--- src/hdl/glaa_pkg.sv ---
// shared widths, sideband types and the cordic arctangent table
// used by every module of the look-at angle pipeline
package glaa_pkg;

    localparam int CW = 32;            // coordinate width, q15.16
    localparam int XW = 38;            // cordic x/y datapath width
    localparam int ZW = 27;            // angle accumulator, 1/65536 degree
    localparam int MW = 34;            // magnitude / distance width, unsigned
    localparam int MH = 17;            // split point of the gain multiply
    localparam int PW = 60;            // wide enough for the 30-bit gain constant
    localparam int GAIN_SHIFT = 30;
    localparam int DEF_CORDIC_STEPS = 16;
    localparam int PITCH_W = 15;
    localparam int YAW_W = 16;
    localparam int PITCH_LIM = 11520;
    localparam int YAW_LIM = 23040;

    localparam logic [29:0] INV_GAIN = 30'd652032874;
    localparam logic signed [ZW-1:0] ANG_180 = ZW'(180 * 65536);

    typedef struct packed {
        logic                 zero;
        logic signed [CW-1:0] dz;
    } t_yaw_side;

    typedef struct packed {
        logic                 zero;
        logic signed [ZW-1:0] yaw_z;
    } t_pitch_side;

    // atan(2^-i) in 1/65536 degree, rounded to nearest
    function automatic logic signed [ZW-1:0] atan_val(input int i);
        logic signed [ZW-1:0] v;
        unique case (i)
            0:  v = ZW'(2949120);
            1:  v = ZW'(1740967);
            2:  v = ZW'(919879);
            3:  v = ZW'(466945);
            4:  v = ZW'(234379);
            5:  v = ZW'(117304);
            6:  v = ZW'(58666);
            7:  v = ZW'(29335);
            8:  v = ZW'(14668);
            9:  v = ZW'(7334);
            10: v = ZW'(3667);
            11: v = ZW'(1833);
            12: v = ZW'(917);
            13: v = ZW'(458);
            14: v = ZW'(229);
            15: v = ZW'(115);
            16: v = ZW'(57);
            17: v = ZW'(29);
            18: v = ZW'(14);
            19: v = ZW'(7);
            20: v = ZW'(4);
            21: v = ZW'(2);
            22: v = ZW'(1);
            default: v = '0;
        endcase
        return v;
    endfunction

endpackage

--- src/hdl/glaa_diff.sv ---
// input stage: saturating target minus vehicle per axis
// depends on glaa_pkg
module glaa_diff import glaa_pkg::*; (
    input  logic                 i_clk,
    input  logic                 i_rst_n,
    input  logic                 i_valid,
    output logic                 o_ready,
    input  logic signed [CW-1:0] i_tx,
    input  logic signed [CW-1:0] i_ty,
    input  logic signed [CW-1:0] i_tz,
    input  logic signed [CW-1:0] i_vx,
    input  logic signed [CW-1:0] i_vy,
    input  logic signed [CW-1:0] i_vz,
    output logic                 o_valid,
    input  logic                 i_ready,
    output logic signed [CW-1:0] o_dx,
    output logic signed [CW-1:0] o_dy,
    output logic signed [CW-1:0] o_dz
);

    logic                 r_valid;
    logic signed [CW-1:0] r_dx, r_dy, r_dz;
    logic signed [CW-1:0] n_dx, n_dy, n_dz;

    function automatic logic signed [CW-1:0] sat_sub(input logic signed [CW-1:0] a,
                                                     input logic signed [CW-1:0] b);
        logic signed [CW:0] d;
        logic signed [CW-1:0] r;
        d = {a[CW-1], a} - {b[CW-1], b};
        if (d[CW] != d[CW-1]) begin
            r = d[CW] ? {1'b1, {(CW-1){1'b0}}} : {1'b0, {(CW-1){1'b1}}};
        end else begin
            r = d[CW-1:0];
        end
        return r;
    endfunction

    assign o_ready = !r_valid || i_ready;

    always_comb begin
        n_dx = sat_sub(i_tx, i_vx);
        n_dy = sat_sub(i_ty, i_vy);
        n_dz = sat_sub(i_tz, i_vz);
    end

    always_ff @(posedge i_clk) begin
        if (!i_rst_n) begin
            r_valid <= 1'b0;
        end else if (o_ready) begin
            r_valid <= i_valid;
        end
    end

    always_ff @(posedge i_clk) begin
        if (o_ready && i_valid) begin
            r_dx <= n_dx;
            r_dy <= n_dy;
            r_dz <= n_dz;
        end
    end

    assign o_valid = r_valid;
    assign o_dx    = r_dx;
    assign o_dy    = r_dy;
    assign o_dz    = r_dz;

endmodule

--- config.mk ---
export PLATFORM = sky130hd
export DESIGN_NAME = glaa_diff
export DESIGN_NICKNAME = d
export VERILOG_FILES = /design/src/hdl/glaa_pkg.sv /design/src/hdl/glaa_diff.sv
export SDC_FILE = /design/constraint.sdc
export NUM_CORES = 1
export LEC_CHECK = 0
export ABC_CLOCK_PERIOD_IN_PS = 5000
export BUFFER_PORTS_ARGS = -buffer_cell sky130_fd_sc_hd__buf_4
export CAP_MARGIN = 10
export CORE_ASPECT_RATIO = 2
export CORE_MARGIN = 2
export CORE_UTILIZATION = 25
export CTS_CLUSTER_SIZE = 28
export DETAILED_ROUTE_END_ITERATION = 16
export HOLD_SLACK_MARGIN = 0.1
export MAX_ROUTING_LAYER = met4
export PLACE_DENSITY_LB_ADDON = 0.25
export SKIP_LAST_GASP = 1
export SYNTH_ARGS = -nofsm -noshare
export SYNTH_HDL_FRONTEND = slang
export SYNTH_SLANG_ARGS = --single-unit
--- constraint.sdc ---
create_clock -name i_clk -period 5 [get_ports i_clk]
set_clock_uncertainty 0.1 [all_clocks]
set_input_delay 0.75 -clock i_clk [delete_from_list [all_inputs] [get_ports i_clk]]
set_output_delay 0.75 -clock i_clk [all_outputs]
set_load 0.02 [all_outputs]
==> run metrics <==
share of cells above drive strength 1 0.251; DR pass1 iterations 6; Max-Cap Viols 0; r2r setup slk approximately 2.9 ns; post-synthesis average cell area 8.54 µm²; ant diodes 0; Syn Std Cell Area 0.00924 mm²; H-tree Lvls 3; Synth Register Bits between 90 and 100; CP startpoint kind input port; Tcrit/Tclk final 0.919; Cells on Worst Hold Path 2; synth top area cells edfxtp_1 (31%), ha_1 (13%), a21oi_1 (7.3%), inv_1 (5.8%), xnor2_1 (4.7%); area leader, netlist edfxtp_1; Fill cells 3,900; Clock transition at path regs 0.08 ns; Sink Count 97; arrival time worst endpoint 4.59 ns; most used flip-flop cell after synthesis edfxtp_1; Post-synth EDFFs 96; sequential area share after synthesis 0.314; setup TNS 0 ns; GR Overflow Total 0; # IOs 294; CP max stage delay 0.89 ns; crit path cell chain buf_4 > ha_1 > nand4_1 > nor4_1 > nand3_1 > a311oi_1 > nor3_2 > xnor2_1 > nand2_1 > buf_4 > o21ai_0; synthesized netlist cell count 1,082; critical setup path kind in2reg; status finished, final reports clean; DPL Wire Length 29,400 µm; Worst R2R End o_dx[7]; # DRC 0; DIE WIDTH between 100 and 150 µm; Hold Fails Final Rpt 0; synth cell count leaders inv_1 (143), a21oi_1 (134), edfxtp_1 (96), ha_1 (96), o21ai_0 (86); DR iter-0 viols 314; fin. max-slew vios 0; WL/cell 18.9 µm; setup bufs post-CTS 0; DP Worst Slack 0.132 ns; Crit path max-delay family simple AND/OR/NAND/NOR gates; critical path required time approximately 5.0 ns; CTS buffer count 9; Initial Utilization 0.254; vias in the first global route 9,409; Placed Area 0.0120 mm²; cts hold-fix bufs 0; post_cts resized 0; DRT antenna net count 0; post-synth net total 1,377; count leader, synth inv_1; cell leakage power 5.60 nW; CTS tree done; Final Cell Area 0.0123 mm²; Fmax roughly 0.22 GHz; largest net degree at the start of global routing 48; Worst slew margin 0.306; worst-path maximum fanout 29; Hold Path Origin o_valid; GRT Resource Usage Total 0.179; Die Area approximately 0.039 mm²; Final WS setup 0.403 ns; final hold slack around 0.46 ns; Routed WL 34,400 µm; critical path capture point type register; Reg-to-Reg Start o_valid; Worst Hold Class reg2reg; initial antenna violation count 0; RSZ-0062 raised after global routing false; Synth cell types 74; fin crit period 4.60 ns; post-synth top area share 0.312; clock tree buffer depth 2; Final Util 0.337; Hold Path End o_valid; nets 1,660; area added between synthesis and finish 32.7%; port bufs about 290; Syn. warnings 0; root buffer cell clkbuf_16; # rows 99; Top cell by count, worst path buf_4; Vias roughly 9,000; RePlAce Congestion a little over 0.9; Worst-Skew Late Latency 0.37 ns; core area 0.0364 mm²; Slew @ Worst Pin 1.03 ns; CP max stage cell a311oi_1; buffers plus inverters on the worst setup path 2; R2R cell count 3; routed vias/inst 4.95; height of the die 276 µm; Final setup viols 0; Pwr Density 280 mW/mm²; first-pass GRT wire length 50,700 µm; ys async rst share 0; peak supply drop 164 µV
-- state kept, by name, summed over array words and instances, names as in the netlist --
register  cells
o_dx         32
o_dy         32
o_dz         32
o_valid       1
-- routing by layer --
metal | GRT usage | wire length [µm] | vias to the layer above
met4 | 0.0900 | 1580 | 0
met1 | 0.152 | 11100 | 4181
li1 | - | - | 4497
met5 | - | 0 | -
met2 | 0.364 | 20200 | 287
met3 | 0.0286 | 1600 | 70
-- cells by family after synthesis --
logic type	count (synthesis)	share of synthesized area
AOI/OAI and AO/OA	400	0.273
and+or+nand+nor	228	0.121
buffers and inverters	174	0.0735
adders and majority gates	104	0.142
DFF	97	0.314
xor gates and xnor gates	77	0.0730
muxes	2	0.00352
-- cells in the final DEF, fill, tap and decap left out, types with 8 or more instances in the layout --
master	n
buf_4	302
inv_1	143
a21oi_1	134
ha_1	96
edfxtp_1	96
o21ai_0	86
nand2_1	69
xnor2_1	50
nor2_1	47
a21o_1	35
xor2_1	27
nor3_1	20
nand3_1	20
o21ai_1	20
nand4_1	16
a211oi_1	15
nand2b_1	14
a31oi_1	13
o21a_1	12
nor2b_1	12
o21bai_1	11
clkbuf_16	9
o31ai_1	8
o211ai_1	8
-- how the worst max path moves through the flow --
stage                     startpoint  cells after the start  endpoint
after floorplan              i_ready                      2   o_dx[0]
after detailed placement    i_ty[19]                     11  o_dy[26]
after CTS                   i_ty[19]                     11  o_dy[26]
after global placement      i_ty[19]                     11  o_dy[11]
after global routing        i_ty[19]                     11  o_dy[26]
final                       i_ty[19]                     11  o_dy[26]
-- through the flow --
stage,total power [mW],cells
detailed placement,2.72,1808
global route,3.64,1824
CTS,3.49,1824
global placement,2.72,1808
floorplan,2.10,1082
finish,3.44,1824
-- power breakdown --
| group | total, mW | internal, mW | switching [mW] |
|---|---|---|---|
| registers | 1.14 | 1.09 | 0.0479 |
| logic | 1.55 | 0.646 | 0.907 |
| clock network | 0.748 | 0.360 | 0.388 |
-- area by class of cell --
| cell class | instances | area [µm²] | area share |
|---|---|---|---|
| clock buffer | 9 | 225 | 0.0184 |
| clock inverter | 7 | 78.8 | 0.00643 |
| inverter | 143 | 537 | 0.0438 |
| multi-input combinational | 811 | 5660 | 0.462 |
| sequential | 97 | 2900 | 0.237 |
| tap | 454 | 568 | 0.0463 |
| timing repair buffer | 303 | 2290 | 0.187 |
-- tightest hold or removal path, stage by stage, from the launching register on --
cell and delay, ns:
dfxtp_1 0.32, nand2b_1 0.11, a21boi_0 0.09
No activity file was read; power rests on OpenSTA's default activity.
