File: src/hdl/glaa_pkg.sv
// shared widths, sideband types and the cordic arctangent table
// used by every module of the look-at angle pipeline
package glaa_pkg;

    localparam int CW = 32;            // coordinate width, q15.16
    localparam int XW = 38;            // cordic x/y datapath width
    localparam int ZW = 27;            // angle accumulator, 1/65536 degree
    localparam int MW = 34;            // magnitude / distance width, unsigned
    localparam int MH = 17;            // split point of the gain multiply
    localparam int PW = 60;            // wide enough for the 30-bit gain constant
    localparam int GAIN_SHIFT = 30;
    localparam int DEF_CORDIC_STEPS = 16;
    localparam int PITCH_W = 15;
    localparam int YAW_W = 16;
    localparam int PITCH_LIM = 11520;
    localparam int YAW_LIM = 23040;

    localparam logic [29:0] INV_GAIN = 30'd652032874;
    localparam logic signed [ZW-1:0] ANG_180 = ZW'(180 * 65536);

    typedef struct packed {
        logic                 zero;
        logic signed [CW-1:0] dz;
    } t_yaw_side;

    typedef struct packed {
        logic                 zero;
        logic signed [ZW-1:0] yaw_z;
    } t_pitch_side;

    // atan(2^-i) in 1/65536 degree, rounded to nearest
    function automatic logic signed [ZW-1:0] atan_val(input int i);
        logic signed [ZW-1:0] v;
        unique case (i)
            0:  v = ZW'(2949120);
            1:  v = ZW'(1740967);
            2:  v = ZW'(919879);
            3:  v = ZW'(466945);
            4:  v = ZW'(234379);
            5:  v = ZW'(117304);
            6:  v = ZW'(58666);
            7:  v = ZW'(29335);
            8:  v = ZW'(14668);
            9:  v = ZW'(7334);
            10: v = ZW'(3667);
            11: v = ZW'(1833);
            12: v = ZW'(917);
            13: v = ZW'(458);
            14: v = ZW'(229);
            15: v = ZW'(115);
            16: v = ZW'(57);
            17: v = ZW'(29);
            18: v = ZW'(14);
            19: v = ZW'(7);
            20: v = ZW'(4);
            21: v = ZW'(2);
            22: v = ZW'(1);
            default: v = '0;
        endcase
        return v;
    endfunction

endpackage

File: src/hdl/glaa_scale.sv
// cordic gain correction of the horizontal magnitude, two stages:
// split partial products, then sum and round; depends on glaa_pkg
module glaa_scale import glaa_pkg::*; (
    input  logic                 i_clk,
    input  logic                 i_rst_n,
    input  logic                 i_valid,
    output logic                 o_ready,
    input  logic signed [XW-1:0] i_mag,
    input  logic signed [ZW-1:0] i_z,
    input  t_yaw_side            i_side,
    output logic                 o_valid,
    input  logic                 i_ready,
    output logic [MW-1:0]        o_dist,
    output logic signed [ZW-1:0] o_yaw_z,
    output logic signed [CW-1:0] o_dz
);

    logic                 r_v1, r_v2, rdy1, rdy2;
    logic [PW-1:0]        r_plo, r_phi, n_plo, n_phi;
    logic signed [ZW-1:0] r_z1, r_z2;
    t_yaw_side            r_side1;
    logic [MW-1:0]        r_dist, n_dist, mag_u;
    logic signed [CW-1:0] r_dz2;
    logic [PW+MH:0]       sum;

    assign rdy2    = !r_v2 || i_ready;
    assign rdy1    = !r_v1 || rdy2;
    assign o_ready = rdy1;

    always_comb begin
        mag_u = i_mag[XW-1] ? '0 : i_mag[MW-1:0];
        n_plo = PW'(mag_u[MH-1:0]) * PW'(INV_GAIN);
        n_phi = PW'(mag_u[MW-1:MH]) * PW'(INV_GAIN);
        sum   = ({{(MH+1){1'b0}}, r_phi} << MH) + {{(MH+1){1'b0}}, r_plo}
              + ((PW+MH+1)'(1) << (GAIN_SHIFT - 1));
        n_dist = r_side1.zero ? '0 : sum[GAIN_SHIFT +: MW];
    end

    always_ff @(posedge i_clk) begin
        if (!i_rst_n) begin
            r_v1 <= 1'b0;
            r_v2 <= 1'b0;
        end else begin
            if (rdy1) r_v1 <= i_valid;
            if (rdy2) r_v2 <= r_v1;
        end
    end

    always_ff @(posedge i_clk) begin
        if (rdy1 && i_valid) begin
            r_plo   <= n_plo;
            r_phi   <= n_phi;
            r_z1    <= i_z;
            r_side1 <= i_side;
        end
        if (rdy2 && r_v1) begin
            r_dist <= n_dist;
            r_z2   <= r_side1.zero ? '0 : r_z1;
            r_dz2  <= r_side1.dz;
        end
    end

    assign o_valid = r_v2;
    assign o_dist  = r_dist;
    assign o_yaw_z = r_z2;
    assign o_dz    = r_dz2;

endmodule

File: config.mk
export PLATFORM = sky130hd
export DESIGN_NAME = glaa_scale
export DESIGN_NICKNAME = d
export VERILOG_FILES = /design/src/hdl/glaa_pkg.sv /design/src/hdl/glaa_scale.sv
export SDC_FILE = /design/constraint.sdc
export NUM_CORES = 1
export LEC_CHECK = 0
export BUFFER_PORTS_ARGS = -buffer_cell sky130_fd_sc_hd__buf_2
export CAP_MARGIN = 30
export CORE_MARGIN = 2
export CORE_UTILIZATION = 45
export DETAILED_ROUTE_END_ITERATION = 7
export PLACE_DENSITY = 0.71
export SLEW_MARGIN = 10
export SYNTH_ARGS = -nofsm -noshare
export SYNTH_HDL_FRONTEND = slang
export SYNTH_SLANG_ARGS = --single-unit
File: constraint.sdc
create_clock -name i_clk -period 7.7 [get_ports i_clk]
set_input_delay 1.155 -clock i_clk [delete_from_list [all_inputs] [get_ports i_clk]]
set_output_delay 1.155 -clock i_clk [all_outputs]
set_load 0.03 [all_outputs]
==> summary.md <==
| Metric | Value |
|---|---|
| Synth Area per Inst | `roughly 11 um2` |
| Remaining DRCs | `0` |
| Initial antenna violation count | `0` |
| Seq. cell area | `0.00689 mm2` |
| Mapped Area | `between 0.02 and 0.03 mm2` |
| Starting DRT DRC Count | `around 850` |
| Achievable Freq | `around 0.13 GHz` |
| Final net count | `roughly 3600` |
| Crit end category | `flop` |
| Area Growth Syn to Fin | `16.3%` |
| I/O pin total | `roughly 200` |
| Pwr Density | `about 470 mW/mm2` |
| Number of global-route vias before repair | `around 18000` |
| Post_cts resized | `0` |
| Die span in y | `~240 um` |
| Fin worst setup slack | `approximately 0.25 ns` |
| CP required | `~8.0 ns` |
| Clock Skew | `approximately 0.014 ns` |
| Post-synth top cells | `631 x inv_1, 385 x fa_1, 365 x ha_1, 228 x edfxtp_1, 91 x a21oi_1` |
| Final instance area | `between 0.03 and 0.04 mm2` |
| Wire per inst | `18.2 um` |
| Status | `complete, no violations` |
| FF+latch count, synth | `230` |
| Area of the multi-input gates | `~0.017 mm2` |
| Via count | `around 17000` |
| Hold slack | `~0.42 ns` |
| Sinks on Clock Net | `230` |
| Crit path kind | `in2reg` |
| IO buf count | `around 190` |
| Largest net degree at the start of global routing | `76` |
| Register area share after synthesis | `26.5%` |
| Placement Setup Slack | `-0.282 ns` |
| Cell Area, Placed | `a little under 0.03 mm2` |
| Worst skew pair latency | `0.51 ns` |
| DP HPWL | `between 50000 and 60000 um` |
| Post-Syn Instances | `roughly 2300` |
| Cell taking the most area after synthesis | `fa_1` |
| CTS buffer count | `21` |
| Final setup viols | `0` |
| Unrepaired setup endpoints after global routing | `false` |
| Maximum fanout along the worst path | `11` |
| CP Launch Type | `input port` |
| Hold violation count in the final report | `0` |
| Period utilization | `roughly 97%` |
| Mapped Nets | `about 3200` |
| Slew @ Worst Pin | `about 0.9 ns` |
| Max_cap viols | `0` |
| Slew Viols, Final | `0` |
| Worst hold path type | `reg2reg` |
| GRT Util Overall | `about 22%` |
| Relative slew slack | `approximately 39%` |
| Fillers | `around 5100` |
| Lkg Pwr | `between 0.015 and 0.02 uW` |
| CORE AREA | `between 0.05 and 0.06 mm2` |
| Final min period | `~7.5 ns` |
| Post-synth EDFFs | `between 200 and 250` |
| Placer Congestion | `0.970` |
| Hold_buf cts | `0` |
| Clk pin slew, worst setup/hold paths | `0.07 ns` |
| Yosys warnings | `0` |
| Die area | `about 0.060 mm2` |
| Detailed-route vias per instance | `4.90` |
| Top cells by area, synth | `fa_1 30%, edfxtp_1 26%, ha_1 18%` |
| Grt total ovfl | `0` |
| CTS tree | `built` |
| DRT antenna net count | `0` |
| Asr flop ratio synth | `0%` |
| First-pass GRT wire length | `a little over 100000 um` |
| Main synth FF type | `edfxtp_1` |
| Yosys top cell area share | `between 20% and 30%` |
| Yosys cell types | `65` |
| ANT cells | `0` |
| H-tree levels | `1` |
| Initial Util | `45.3%` |
| Maximum vdd drop | `0.000432 V` |
| Site Rows | `between 80 and 90` |
| Root buf cell | `clkbuf_16` |
| Die W | `244 um` |
| 1st-pass router iterations | `5` |
| Routed wire length | `approximately 64000 um` |
| Crit path DAT | `between 7 and 8 ns` |
| Most frequent cell after synthesis | `inv_1` |
| Postcts setup bufs | `0` |
| Clk buf depth | `3` |
| Share of cells above drive strength 1 | `~17%` |
[flip-flops by register name (all words and copies together) (netlist names)]
name,cells
r_plo,29
o_dist,34
o_valid,1
o_yaw_z,27
o_dz,32
r_z1,27
r_side1,33
r_v1,1
r_phi,46
[final timing paths]
path / from / to / slack (ns) / cells past startpoint
hold / removal: r_side1[19]$_DFFE_PP_ / o_dz[19]$_DFFE_PP_ / 0.42 / 0
setup reg to reg: r_plo[20]$_DFFE_PP_ / o_dist[31]$_SDFFCE_PP0P_ / 3.87 / 11
setup / recovery: i_mag[37] / r_plo[46]$_DFFE_PP_ / 0.25 / 26
hold reg to reg: r_side1[19]$_DFFE_PP_ / o_dz[19]$_DFFE_PP_ / 0.42 / 0
[critical path, cell delays in order]
cell	delay, ns
buf_2	0.18
buf_4	0.20
nand2b_1	0.18
inv_1	0.13
buf_4	0.18
ha_1	0.36
inv_1	0.09
buf_4	0.14
fa_1	0.51
inv_1	0.07
fa_1	0.49
fa_1	0.54
inv_1	0.06
fa_1	0.47
inv_1	0.05
fa_1	0.45
ha_1	0.31
and3_1	0.19
and3_1	0.19
nand4_1	0.17
a311o_1	0.39
a211oi_1	0.41
buf_4	0.19
nor2_1	0.07
o211ai_1	0.24
xnor2_1	0.29
[per-layer routing]
| layer | wire length (um) | global-route usage [%] | vias up |
|---|---|---|---|
| li1 | - | - | 8306 |
| met1 | 29200 | 30.6 | 8451 |
| met2 | 29300 | 35.9 | 451 |
| met3 | 4480 | 4.24 | 56 |
| met4 | 1050 | 3.86 | 0 |
| met5 | 0 | 0 | - |
[power breakdown]
| part | internal [uW] | switching [uW] | leakage [uW] |
|---|---|---|---|
| Clock | 608 | 454 | 0.000339 |
| Sequential | 2110 | 107 | 0.00222 |
| Combinational | 4940 | 6080 | 0.0130 |
| Total | 7660 | 6640 | 0.0155 |
[kinds of logic after synthesis]
kind of cell / count (synthesis) / synth area share [%]
compound gates: 281 / 7.10
xor+xnor: 102 / 3.43
fa+ha+maj: 750 / 47.2
buf+inv: 663 / 9.57
flops: 230 / 26.5
mux: 1 / 0.0385
simple gates: 305 / 6.19
[area by class of cell]
class                           count  area share [%]
Sequential cell                   230            22.8
Tap cell                          765            3.16
Multi-Input combinational cell   1439            55.0
Inverter                          631            7.83
Clock buffer                       23            1.76
Timing Repair Buffer              423            8.94
Clock inverter                     14           0.538
[cell usage in the layout, fill, tap and decap left out, drive strengths merged, types with 10 or more instances in the layout]
cell type	Yosys	layout
inv	631	634
buf	2	423
fa	385	385
ha	365	365
edfxtp	228	228
a21oi	92	92
nor2	64	64
nor2b	62	62
xnor2	56	56
a21o	55	55
nand2	53	53
xor2	46	46
o21ai	42	42
nand2b	32	32
nand3	25	25
clkbuf	30	23
nand4	22	22
o21a	14	14
o21bai	12	12
and3	11	11
a211oi	10	10
[stage by stage]
step / util (%) / total power, uW / TNS [ns] / instances
after detailed placement: 51.5 / 13100 / -1.40 / 3488
after global placement: 51.5 / 12900 / -1.00 / 3488
final: 52.7 / 14300 / 0 / 3525
after CTS: 52.7 / 14300 / 0 / 3525
after floorplan: - / 9460 / 0 / 2332
after global routing: 52.7 / 15700 / 0 / 3525
No activity file was read; power rests on OpenSTA's default activity.
