==> config.mk <==
export PLATFORM = sky130hd
export DESIGN_NAME = glaa_out
export DESIGN_NICKNAME = d
export VERILOG_FILES = /design/src/hdl/glaa_pkg.sv /design/src/hdl/glaa_out.sv
export SDC_FILE = /design/constraint.sdc
export NUM_CORES = 1
export LEC_CHECK = 0
export BUFFER_PORTS_ARGS = -buffer_cell sky130_fd_sc_hd__buf_2
export CAP_MARGIN = 20
export CORE_ASPECT_RATIO = 0.6
export CORE_UTILIZATION = 35
export CTS_CLUSTER_SIZE = 40
export DETAILED_ROUTE_END_ITERATION = 8
export PLACE_DENSITY = 0.6
export SLEW_MARGIN = 20
export SYNTH_ARGS = -nofsm -noshare
export SYNTH_HDL_FRONTEND = slang
export SYNTH_SLANG_ARGS = --single-unit
==> constraint.sdc <==
create_clock -name i_clk -period 5.62 [get_ports i_clk]
set_clock_uncertainty 0.1 [all_clocks]
set_input_delay 0.281 -clock i_clk [delete_from_list [all_inputs] [get_ports i_clk]]
set_output_delay 0.281 -clock i_clk [all_outputs]
set_load 0.01 [all_outputs]
==> src/hdl/glaa_pkg.sv <==
// shared widths, sideband types and the cordic arctangent table
// used by every module of the look-at angle pipeline
package glaa_pkg;

    localparam int CW = 32;            // coordinate width, q15.16
    localparam int XW = 38;            // cordic x/y datapath width
    localparam int ZW = 27;            // angle accumulator, 1/65536 degree
    localparam int MW = 34;            // magnitude / distance width, unsigned
    localparam int MH = 17;            // split point of the gain multiply
    localparam int PW = 60;            // wide enough for the 30-bit gain constant
    localparam int GAIN_SHIFT = 30;
    localparam int DEF_CORDIC_STEPS = 16;
    localparam int PITCH_W = 15;
    localparam int YAW_W = 16;
    localparam int PITCH_LIM = 11520;
    localparam int YAW_LIM = 23040;

    localparam logic [29:0] INV_GAIN = 30'd652032874;
    localparam logic signed [ZW-1:0] ANG_180 = ZW'(180 * 65536);

    typedef struct packed {
        logic                 zero;
        logic signed [CW-1:0] dz;
    } t_yaw_side;

    typedef struct packed {
        logic                 zero;
        logic signed [ZW-1:0] yaw_z;
    } t_pitch_side;

    // atan(2^-i) in 1/65536 degree, rounded to nearest
    function automatic logic signed [ZW-1:0] atan_val(input int i);
        logic signed [ZW-1:0] v;
        unique case (i)
            0:  v = ZW'(2949120);
            1:  v = ZW'(1740967);
            2:  v = ZW'(919879);
            3:  v = ZW'(466945);
            4:  v = ZW'(234379);
            5:  v = ZW'(117304);
            6:  v = ZW'(58666);
            7:  v = ZW'(29335);
            8:  v = ZW'(14668);
            9:  v = ZW'(7334);
            10: v = ZW'(3667);
            11: v = ZW'(1833);
            12: v = ZW'(917);
            13: v = ZW'(458);
            14: v = ZW'(229);
            15: v = ZW'(115);
            16: v = ZW'(57);
            17: v = ZW'(29);
            18: v = ZW'(14);
            19: v = ZW'(7);
            20: v = ZW'(4);
            21: v = ZW'(2);
            22: v = ZW'(1);
            default: v = '0;
        endcase
        return v;
    endfunction

endpackage

==> src/hdl/glaa_out.sv <==
// output register: rounds both angles to 1/128 degree and clamps
// depends on glaa_pkg
module glaa_out import glaa_pkg::*; (
    input  logic                      i_clk,
    input  logic                      i_rst_n,
    input  logic                      i_valid,
    output logic                      o_ready,
    input  logic signed [ZW-1:0]      i_pitch_z,
    input  t_pitch_side               i_side,
    output logic                      o_valid,
    input  logic                      i_ready,
    output logic signed [PITCH_W-1:0] o_pitch,
    output logic signed [YAW_W-1:0]   o_yaw
);

    localparam int RW = ZW - 8;

    logic                      r_valid;
    logic signed [PITCH_W-1:0] r_pitch, n_pitch;
    logic signed [YAW_W-1:0]   r_yaw, n_yaw;
    logic signed [ZW:0]        tp, ty;
    logic signed [RW-1:0]      rp, ry;

    assign o_ready = !r_valid || i_ready;

    always_comb begin
        tp = (i_side.zero ? (ZW+1)'(0) : {i_pitch_z[ZW-1], i_pitch_z}) + (ZW+1)'(256);
        ty = -{i_side.yaw_z[ZW-1], i_side.yaw_z} + (ZW+1)'(256);
        rp = RW'(tp >>> 9);
        ry = RW'(ty >>> 9);
        if (rp > RW'(PITCH_LIM))       n_pitch = PITCH_W'(PITCH_LIM);
        else if (rp < -RW'(PITCH_LIM)) n_pitch = -PITCH_W'(PITCH_LIM);
        else                           n_pitch = rp[PITCH_W-1:0];
        if (ry > RW'(YAW_LIM))         n_yaw = YAW_W'(YAW_LIM);
        else if (ry < -RW'(YAW_LIM))   n_yaw = -YAW_W'(YAW_LIM);
        else                           n_yaw = ry[YAW_W-1:0];
    end

    always_ff @(posedge i_clk) begin
        if (!i_rst_n) begin
            r_valid <= 1'b0;
        end else if (o_ready) begin
            r_valid <= i_valid;
        end
    end

    always_ff @(posedge i_clk) begin
        if (o_ready && i_valid) begin
            r_pitch <= n_pitch;
            r_yaw   <= n_yaw;
        end
    end

    assign o_valid = r_valid;
    assign o_pitch = r_pitch;
    assign o_yaw   = r_yaw;

endmodule

==> results of run 1 <==
[sequential cells by signal, summed over array words and instances (netlist names)]
name     count
o_valid      1
o_yaw       16
o_pitch     15
[power by group]
part	switching, W	internal, W
Sequential	0.00000373	0.000283
Combinational	0.0000862	0.0000564
Clock	0.0000945	0.000188
Total	0.000184	0.000528
[metal layers]
layer / wire (microns) / global-route usage [%]
met3: 424 / 5.934
met1: 3353 / 25.48
met5: 0 / 0
met4: 10 / 3.041
met2: 2564 / 24.22
[path summary, 6_finish.rpt]
check | endpoint | slack [ns] | cells past startpoint
worst min-delay path | o_valid | 0.16 | 2
worst max register to register | o_yaw[3] | 4.26 | 3
worst max-delay path | o_pitch[12] | 2.33 | 10
worst min register to register | o_valid | 0.44 | 2
[layout make-up]
type | instances | area [sq um]
Inverter | 9 | 33.78
Fill cell | 666 | 3637
Tap cell | 87 | 108.9
Clock buffer | 8 | 156.4
Timing Repair Buffer | 84 | 422.9
Multi-Input combinational cell | 216 | 1510
Sequential cell | 32 | 950.9
[Yosys cell counts (all sizes together) (2+ instances only)]
cell type and number:
a21oi 7, a211oi 3, nor3b 3, o31ai 5, o22ai 2, mux2i 3, nor4 11, nor2 31
mux2 2, clkbuf 2, o21ai 12, a2111oi 3, nor4b 3, nand2b 4, and3 2, nand3b 4
nand2 17, nand4 6, a311oi 2, nand3 14, nor2b 9, a21o 4, xnor2 8, xor2 14
nor3 11, edfxtp 31, buf 7, or3 4, and2 3, o21a 3, inv 9, or4 7
o2111ai 2, a21boi 2, o21ba 2
[through the flow]
| step | instance area, sq um | util [%] | setup WS (ns) | hold slack (ns) | std cells |
|---|---|---|---|---|---|
| after floorplan | 2531 | - | 2.688 | 0.3198 | 266 |
| after global placement | 3022 | 44.30 | 1.875 | 0.4041 | 428 |
| after detailed placement | 3022 | 44.30 | 1.851 | 0.4414 | 428 |
| after CTS | 3178 | 46.60 | 2.077 | 0.1539 | 436 |
| after global routing | 3183 | 46.67 | 1.948 | 0.1474 | 436 |
| final | 3183 | 46.67 | 2.328 | 0.1627 | 436 |
[kinds of logic (layout without fill, tap and decap cells)]
kind of cell / count (synthesis) / after routing / share of synthesized area [%]
and+or+nand+nor: 132 / 132 / 31.09
AOI/OAI and AO/OA: 56 / 56 / 18.04
DFF: 32 / 32 / 37.57
xor gates and xnor gates: 22 / 22 / 7.613
buffers and inverters: 18 / 101 / 2.966
muxes: 5 / 5 / 2.224
adders and majority gates: 1 / 1 / 0.4942
[critical path: stages]
cell	delay [ns]
buf_2	0.25
nor2b_1	0.17
ha_1	0.28
nand3b_1	0.32
nor4b_2	0.38
xor2_1	0.30
nor2b_1	0.18
nand4_1	0.12
o21ai_1	0.68
o21ba_2	0.25
==> metrics.md, run 1 <==
| Metric | Value |
|---|---|
| Post-synth EDFFs | `31` |
| Top_reg_cell synth | `edfxtp_1` |
| DR iter-0 viols | `102` |
| Vias in the first global route | `2055` |
| DP HPWL | `4892 microns` |
| Clk root buf | `clkbuf_16` |
| Final setup fails | `0` |
| Hold Buf Count CTS | `0` |
| Min-delay src | `i_rst_n` |
| DRT Pass-1 Iters | `6` |
| Vias per inst | `5.333` |
| DRT Wirelength | `6353 microns` |
| Via count | `2325` |
| Fmax | `303.8 MHz` |
| Die Width | `111.8 microns` |
| Critical path arrival | `3.22 ns` |
| Asr flop ratio synth | `0%` |
| Failing checks | `DRC` |
| Synth Register Bits | `32` |
| Layout area overhead | `25.75%` |
| Most frequent cells in the layout | `buf_2, nor2_1, edfxtp_1, nand2_1, xor2_1` |
| Die area | `7587 sq um` |
| Final GP Congestion | `0.8506` |
| First-pass GRT wire length | `10120 microns` |
| Maximum fanout along the worst path | `26` |
| Yosys warns | `0` |
| Area leader, netlist | `edfxtp_1` |
| GRT Overall Usage | `17.30%` |
| Max Root-Sink Buffers | `2` |
| Routed Antenna Nets | `0` |
| CTS sink cnt | `32` |
| Port-buffer cells | `83` |
| Tcrit/Tclk final | `58.57%` |
| Syn Area/Cell | `9.516 sq um` |
| Post-layout min period | `3.292 ns` |
| Antenna Cells | `0` |
| Peak supply drop | `0.0001270 V` |
| CP endpoint kind | `register` |
| WS Path Type | `in2reg` |
| Max-cap violations | `0` |
| Most common cell after layout, fill and taps aside | `buf_2` |
| Reg clk slew, reported paths | `0.05 ns` |
| Synth Net Count | `326` |
| Clock network latency to the later pin of the worst-skew pair | `0.27 ns` |
| Distinct cells, synth | `65` |
| Worst r2r src | `o_valid` |
| Die Y | `67.87 microns` |
| RSZ-0062 raised after global routing | `false` |
| Tot Pwr | `0.0007126 W` |
| Layout cells sized above 1 | `32.38%` |
| Synth top area cells | `edfxtp_1, xor2_1, nor2_1` |
| Post-CTS Setup Bufs | `0` |
| WP data required | `5.55 ns` |
| Max Transition Viols Final | `0` |
| Num ports | `92` |
| Worst slew pin tran | `0.8197 ns` |
| Clock buffer count from CTS | `5` |
| Post-CTS sizing | `0` |
| Worst Setup SP | `i_side[27]` |
| Core ar. | `6820 sq um` |
| Initial core utilization | `37.11%` |
| PD cells | `223.9 nW/um^2` |
| # rows | `23` |
| Largest net degree at the start of global routing | `32` |
| Hold Path Class | `in2reg` |
| Seq/Total Area, Yosys | `37.57%` |
| Synth Instances | `266` |
| Status | `finished, violations left` |
| Initial antenna violation count | `0` |
| Final nets | `408` |
| H-Tree Depth | `2` |
| CP Launch Type | `primary input` |
| Residual DRC | `5` |
| Rel. slew slack | `44.99%` |
| Hold Violations, Final | `0` |
| Sum Neg Setup Slack | `0 ns` |
| Leak Pwr | `1.217 nW` |
| CTS tree | `yes` |
| Yosys top cell area share | `36.78%` |
| Total grt overflow | `0` |
| WL per Instance | `14.57 microns` |
| Synth Cell Area | `2531 sq um` |
Power figures use the tool's default switching activity.
==> inputs of run 2 (changes only) <==
==> constraint.sdc (replaced) <==
create_clock -name i_clk -period 3.4 [get_ports i_clk]
set_clock_uncertainty 0.1 [all_clocks]
set_input_delay 0.17 -clock i_clk [delete_from_list [all_inputs] [get_ports i_clk]]
set_output_delay 0.17 -clock i_clk [all_outputs]
set_load 0.01 [all_outputs]
==> run 2 against run 1 <==
Net effect:
- the flow still finishes with violations (DRC)
- critical path depth increased by 1
- via count increased by 0.82%
- sequential power increased by 66%
- count of clock-buffer cells in the layout decreased by 3
- final cell count increased by 0.92%
- first-iteration DRC count increased by 32%
- hold slack got worse by 0.11 ns
- power increased by 61%
- register-to-register slack got worse by 2.2 ns
- die area unchanged
- critical endpoint is now o_pitch[4]
==> metrics.md, run 2 (synthesized netlist as in run 1, its figures left out) <==
| Metric | Value |
|---|---|
| Tcrit/Tclk final | `83.86%` |
| Clock buffer count from CTS | `5` |
| Routed Antenna Nets | `0` |
| Antenna Cells | `0` |
| Fmax | `350.7 MHz` |
| Max Root-Sink Buffers | `2` |
| CP Buf/Inv Count | `2` |
| Min-delay src | `i_rst_n` |
| Min Hold Slack | `0.05570 ns` |
| DP HPWL | `4896 microns` |
| Die Width | `111.8 microns` |
| Post-layout min period | `2.851 ns` |
| Largest net degree at the start of global routing | `32` |
| Hold Path Class | `in2reg` |
| R2r setup slk | `2.04 ns` |
| Initial core utilization | `37.11%` |
| Port-buffer cells | `83` |
| Hold Violations, Final | `0` |
| First-pass GRT wire length | `9825 microns` |
| Max incr delay on CP | `0.49 ns` |
| Total grt overflow | `0` |
| GRT Overall Usage | `16.63%` |
| CP Launch Type | `primary input` |
| CP endpoint kind | `register` |
| Worst Setup SP | `i_pitch_z[9]` |
| R2R depth | `3` |
| Most frequent cells in the layout | `buf_2, nor2_1, edfxtp_1, nand2_1, xor2_1` |
| Hold Buf Count CTS | `0` |
| Die area | `7587 sq um` |
| Maximum fanout along the worst path | `9` |
| # rows | `23` |
| Post-CTS Setup Bufs | `0` |
| Initial antenna violation count | `0` |
| Reg clk slew, reported paths | `0.06 ns` |
| Failing checks | `DRC` |
| CTS tree | `yes` |
| Cell Chain, Critical Path | `buf_2, nor2b_1, ha_1, nand3b_1, nor4b_2, xor2_1, a2111oi_0, nor4_1, nor3_1, buf_4, nor4_1` |
| Vias in the first global route | `1936` |
| Die Y | `67.87 microns` |
| Crit. path cell count | `11` |
| Final setup fails | `0` |
| WL per Instance | `14.51 microns` |
| DR iter-0 viols | `135` |
| CTS sink cnt | `32` |
| CP dominant cell by count | `nor4_1` |
| Rel. slew slack | `54.27%` |
| Final nets | `412` |
| DRT Pass-1 Iters | `7` |
| Residual DRC | `5` |
| Worst slew pin tran | `0.6687 ns` |
| Top delay family on crit path | `simple AND/OR/NAND/NOR gates` |
| Sum Neg Setup Slack | `0 ns` |
| Clock network latency to the later pin of the worst-skew pair | `0.27 ns` |
| Vias per inst | `5.327` |
| Max-cap violations | `0` |
| Via count | `2344` |
| DRT Wirelength | `6385 microns` |
| Peak supply drop | `0.0001988 V` |
| FF-to-FF End | `o_yaw[3]` |
| Status | `finished, violations left` |
| PD cells | `359.6 nW/um^2` |
| Inst Count DP | `432` |
| Slowest cell on crit path | `a2111oi_0` |
| Hold path depth | `2` |
| H-Tree Depth | `2` |
| Core ar. | `6820 sq um` |
| Clk root buf | `clkbuf_16` |
| Layout area overhead | `26.25%` |
| Layout cells sized above 1 | `32.86%` |
| WP data required | `3.32 ns` |
| Final GP Congestion | `0.8542` |
| Filler instances | `667` |
| Post-CTS sizing | `0` |
| Leak Pwr | `1.222 nW` |
| Post-route insts no fill | `440` |
| Num ports | `92` |
| Max Transition Viols Final | `0` |
| Worst setup margin | `0.5488 ns` |
| WHS Endpoint | `o_valid` |
| Max FFs per register | `16` |
| RSZ-0062 raised after global routing | `false` |
| Setup WS pre-CTS | `0.3911 ns` |
| WS Path Type | `in2reg` |
| Most common cell after layout, fill and taps aside | `buf_2` |
| Worst r2r src | `o_valid` |
| Critical path arrival | `2.77 ns` |
## run 2: worst max path at each step
| stage | end | slack, ns |
|---|---|---|
| 5_1_grt | o_pitch[4] | 0.33 |
| 4_1_cts | o_pitch[4] | 0.65 |
| 3_5_place_dp | o_pitch[3] | 0.39 |
| 3_3_place_gp | o_pitch[4] | 0.44 |
| 2_1_floorplan | o_pitch[12] | 0.58 |
| 6_report | o_pitch[4] | 0.55 |
## run 2: worst reg2reg max path, stage by stage, from the launching register on
cell      delay (ns)
dfxtp_1         0.31
nand2b_1        0.10
and2_1          0.13
buf_4           0.36
## run 2: power by group
| part | switching, W | internal (W) | total, W | leakage [nW] |
|---|---|---|---|---|
| clock network | 0.000167 | 0.000268 | 0.000435 | 0.0635 |
| registers | 0.00000644 | 0.000468 | 0.000475 | 0.312 |
| logic | 0.000143 | 0.0000962 | 0.000240 | 0.846 |
## run 2: per-stage QoR
step           power [W]  area [sq um]  utilization [%]
3_3_place_gp   0.0007202          3052            44.74
3_5_place_dp   0.0007215          3052            44.74
5_1_grt         0.001206          3196            46.85
6_report        0.001149          3196            46.85
4_1_cts         0.001159          3196            46.85
2_1_floorplan  0.0006162          2531                -
## run 2: final cells by class
class,count,area (sq um),share of cell area [%]
Sequential cell,32,950.9,29.76
Timing Repair Buffer,88,452.9,14.17
Inverter,9,33.78,1.057
Tap cell,87,108.9,3.406
Clock buffer,5,125.1,3.915
Clock inverter,3,18.77,0.5873
Multi-Input combinational cell,216,1505,47.10
## run 2: routing by layer
layer,routed length [microns],global-route usage (%)
met1,3410,25.89
met2,2503,22.20
met3,461,5.226
met4,9,1.858
met5,0,0
==> inputs of run 3 (changes only) <==
--- a/config.mk
+++ b/config.mk
@@ -5,6 +5,7 @@
 export SDC_FILE = /design/constraint.sdc
 export NUM_CORES = 1
 export LEC_CHECK = 0
+export ABC_AREA = 1
 export BUFFER_PORTS_ARGS = -buffer_cell sky130_fd_sc_hd__buf_2
 export CAP_MARGIN = 20
 export CORE_ASPECT_RATIO = 0.6
==> constraint.sdc (replaced) <==
create_clock -name i_clk -period 2.6 [get_ports i_clk]
set_clock_uncertainty 0.1 [all_clocks]
set_input_delay 0.13 -clock i_clk [delete_from_list [all_inputs] [get_ports i_clk]]
set_output_delay 0.13 -clock i_clk [all_outputs]
set_load 0.01 [all_outputs]
==> run 3 against run 2 <==
Net effect:
- the flow now finishes without violations
- clock power increased by 32%
- worst setup slack worse by 0.056 ns
- routed wire length up 32%
- flip-flop and latch count stayed put
- non-clock buffer count is 1 lower
- count of clock-buffer cells in the layout up 3
- critical endpoint is now o_pitch[1]
- highest routed layer is now met3
==> metrics.md, run 3 <==
| Metric | Value |
|---|---|
| Critical path arrival | `2.03 ns` |
| Hold Buf Count CTS | `0` |
| Core ar. | `8621 sq um` |
| Xor/xnor share of the synthesized area | `1.391%` |
| Sw Share | `28.26%` |
| Clock buffer count from CTS | `5` |
| Clk pwr share | `36.9%` |
| Status | `finished, final reports clean` |
| Fmax | `474.5 MHz` |
| Synth Register Bits | `32` |
| Synth Net Count | `552` |
| Rel. slew slack | `73.97%` |
| Post-CTS sizing | `0` |
| Antenna Cells | `0` |
| Max FFs per register | `16` |
| Yosys top cell area share | `29.57%` |
| Max Transition Viols Final | `0` |
| Synth top cells by count | `nand2_1, inv_1, nor2_1` |
| Tot Pwr | `0.001561 W` |
| Slowest cell on crit path | `buf_4` |
| Vias per inst | `4.580` |
| Seq/Total Area, Yosys | `30.21%` |
| Final GP Congestion | `0.9210` |
| Hold Path Class | `in2reg` |
| Comb power frac | `23.2%` |
| Final nets | `644` |
| Sum Neg Setup Slack | `0 ns` |
| Sequential group share of total power | `39.9%` |
| Tcrit/Tclk final | `81.06%` |
| Initial core utilization | `36.52%` |
| Worst r2r src | `o_valid` |
| Cell Int Power | `0.001120 W` |
| H-Tree Depth | `2` |
| CTS tree | `yes` |
| Vias in the first global route | `2747` |
| Total grt overflow | `0` |
| CP Launch Type | `primary input` |
| RSZ-0062 raised after global routing | `false` |
| Die Width | `124.4 microns` |
| Layout area overhead | `22.77%` |
| Largest net degree at the start of global routing | `32` |
| Maximum fanout along the worst path | `15` |
| WL per Instance | `12.09 microns` |
| Syn Area/Cell | `6.398 sq um` |
| DP HPWL | `7230 microns` |
| Cell Chain, Critical Path | `buf_2, buf_4, nor2_4, nand2_1, nor2_1, nand2_2, xor2_1, nand2_1, nor2_1, nand2_1, nand2_1, nand2_1, nand2_1, nand2_4, nand2_8, nor2_2` |
| Post-CTS Setup Bufs | `0` |
| Top_reg_cell synth | `edfxtp_1` |
| Die Y | `75.46 microns` |
| WP data required | `2.52 ns` |
| Count leader, synth | `nand2_1` |
| Synth Cell Area | `3148 sq um` |
| Clock network latency to the later pin of the worst-skew pair | `0.27 ns` |
| Residual DRC | `0` |
| Most common cell after layout, fill and taps aside | `nand2_1` |
| CTS sink cnt | `32` |
| CP endpoint kind | `register` |
| DR iter-0 viols | `229` |
| FF-to-FF End | `o_pitch[14]` |
| Clk root buf | `clkbuf_16` |
| Max Root-Sink Buffers | `2` |
| Total area of sequential cells | `950.9 sq um` |
| WS Path Type | `in2reg` |
| Synth top area cells | `edfxtp_1, nand2_1, inv_1` |
| Port-buffer cells | `83` |
| Routed Antenna Nets | `0` |
| Min Hold Slack | `0.01783 ns` |
| Max incr delay on CP | `0.24 ns` |
| R2R depth | `2` |
| CP Buf/Inv Count | `2` |
| DRT Wirelength | `8427 microns` |
| Final setup fails | `0` |
| Min-delay src | `i_rst_n` |
| Mux contribution to synthesized area | `0%` |
| Layout cells sized above 1 | `27.18%` |
| Reg clk slew, reported paths | `0.05 ns` |
| Worst slew pin tran | `0.3891 ns` |
| Top delay family on crit path | `simple AND/OR/NAND/NOR gates` |
| Area leader, netlist | `edfxtp_1` |
| Most frequent cells in the layout | `nand2_1, buf_2, inv_1, nor2_1, nand3_1` |
| Compound-Gate Fraction of Synth Area | `2.663%` |
| Largest family of logic cells by synthesized area | `simple AND/OR/NAND/NOR gates` |
| Switching pwr | `0.0004414 W` |
| Via count | `3192` |
| Crit. path cell count | `16` |
| CP dominant cell by count | `nand2_1` |
| Hold Violations, Final | `0` |
| Leak Pwr | `1.937 nW` |
| Post-synth EDFFs | `31` |
| Post-Synth Simple-Gate Area | `54.09%` |
| Yosys warns | `0` |
| Hold path depth | `2` |
| R2r setup slk | `1.30 ns` |
| Distinct cells, synth | `33` |
| # rows | `26` |
| Fin util | `44.83%` |
| DRT Pass-1 Iters | `5` |
| PD cells | `404.0 nW/um^2` |
| Num ports | `92` |
| Asr flop ratio synth | `0%` |
| WHS Endpoint | `o_valid` |
| Post-layout min period | `2.108 ns` |
| Synthesized-area fraction occupied by adder cells | `0.3975%` |
| First-pass GRT wire length | `13540 microns` |
| Peak supply drop | `0.0002618 V` |
| Filler instances | `977` |
| Synth Instances | `492` |
| Die area | `9390 sq um` |
| GRT Overall Usage | `18.50%` |
| Max-cap violations | `0` |
| Initial antenna violation count | `0` |
| Area of the multi-input gates | `1854 sq um` |
==> run 3: cell families (layout without fill, tap and decap cells) <==
group                      Yosys count  in the layout
and+or+nand+nor                    352            352
buffers and inverters               88            181
DFF                                 32             32
AOI/OAI and AO/OA                   14             14
xor gates and xnor gates             5              5
adders and majority gates            1              1
==> run 3: power groups by stage <==
stage | clock [W] | sequential (W) | combinational (W)
finish | 0.000576 | 0.000623 | 0.000363
global route | 0.000621 | 0.000626 | 0.000411
CTS | 0.000596 | 0.000624 | 0.000364
detailed placement | 0 | 0.000633 | 0.000363
global placement | 0 | 0.000633 | 0.000359
floorplan | 0 | 0.000651 | 0.000209
==> run 3: layout make-up <==
type / instances / area share, %
timing repair buffer: 87 / 11.52
sequential: 32 / 24.60
multi-input combinational: 372 / 47.98
tap: 112 / 3.626
inverter: 86 / 8.482
clock buffer: 8 / 3.788
==> run 3: through the flow <==
stage	setup WS, ns	area (sq um)	instances
after floorplan	0.1596	3148	492
after global placement	0.2637	3719	689
after detailed placement	0.2395	3719	689
after CTS	0.5210	3865	697
after global routing	0.2300	3865	697
final	0.4925	3865	697
==> run 3: worst max path at each step <==
stage	endpoint	from
finish	o_pitch[1]	i_side[27]
global route	o_pitch[1]	i_side[27]
CTS	o_pitch[1]	i_side[27]
detailed placement	o_pitch[2]	i_side[27]
global placement	o_pitch[1]	i_side[27]
floorplan	o_pitch[0]	o_valid
==> run 3: per-layer routing <==
| metal | routed length [microns] | vias to the layer above | track usage (%) |
|---|---|---|---|
| met3 | 670 | 0 | 5.337 |
| met2 | 3012 | 105 | 23.82 |
| met4 | 0 | 0 | 1.606 |
| li1 | - | 1709 | - |
| met5 | 0 | - | 0 |
| met1 | 4744 | 1378 | 29.94 |
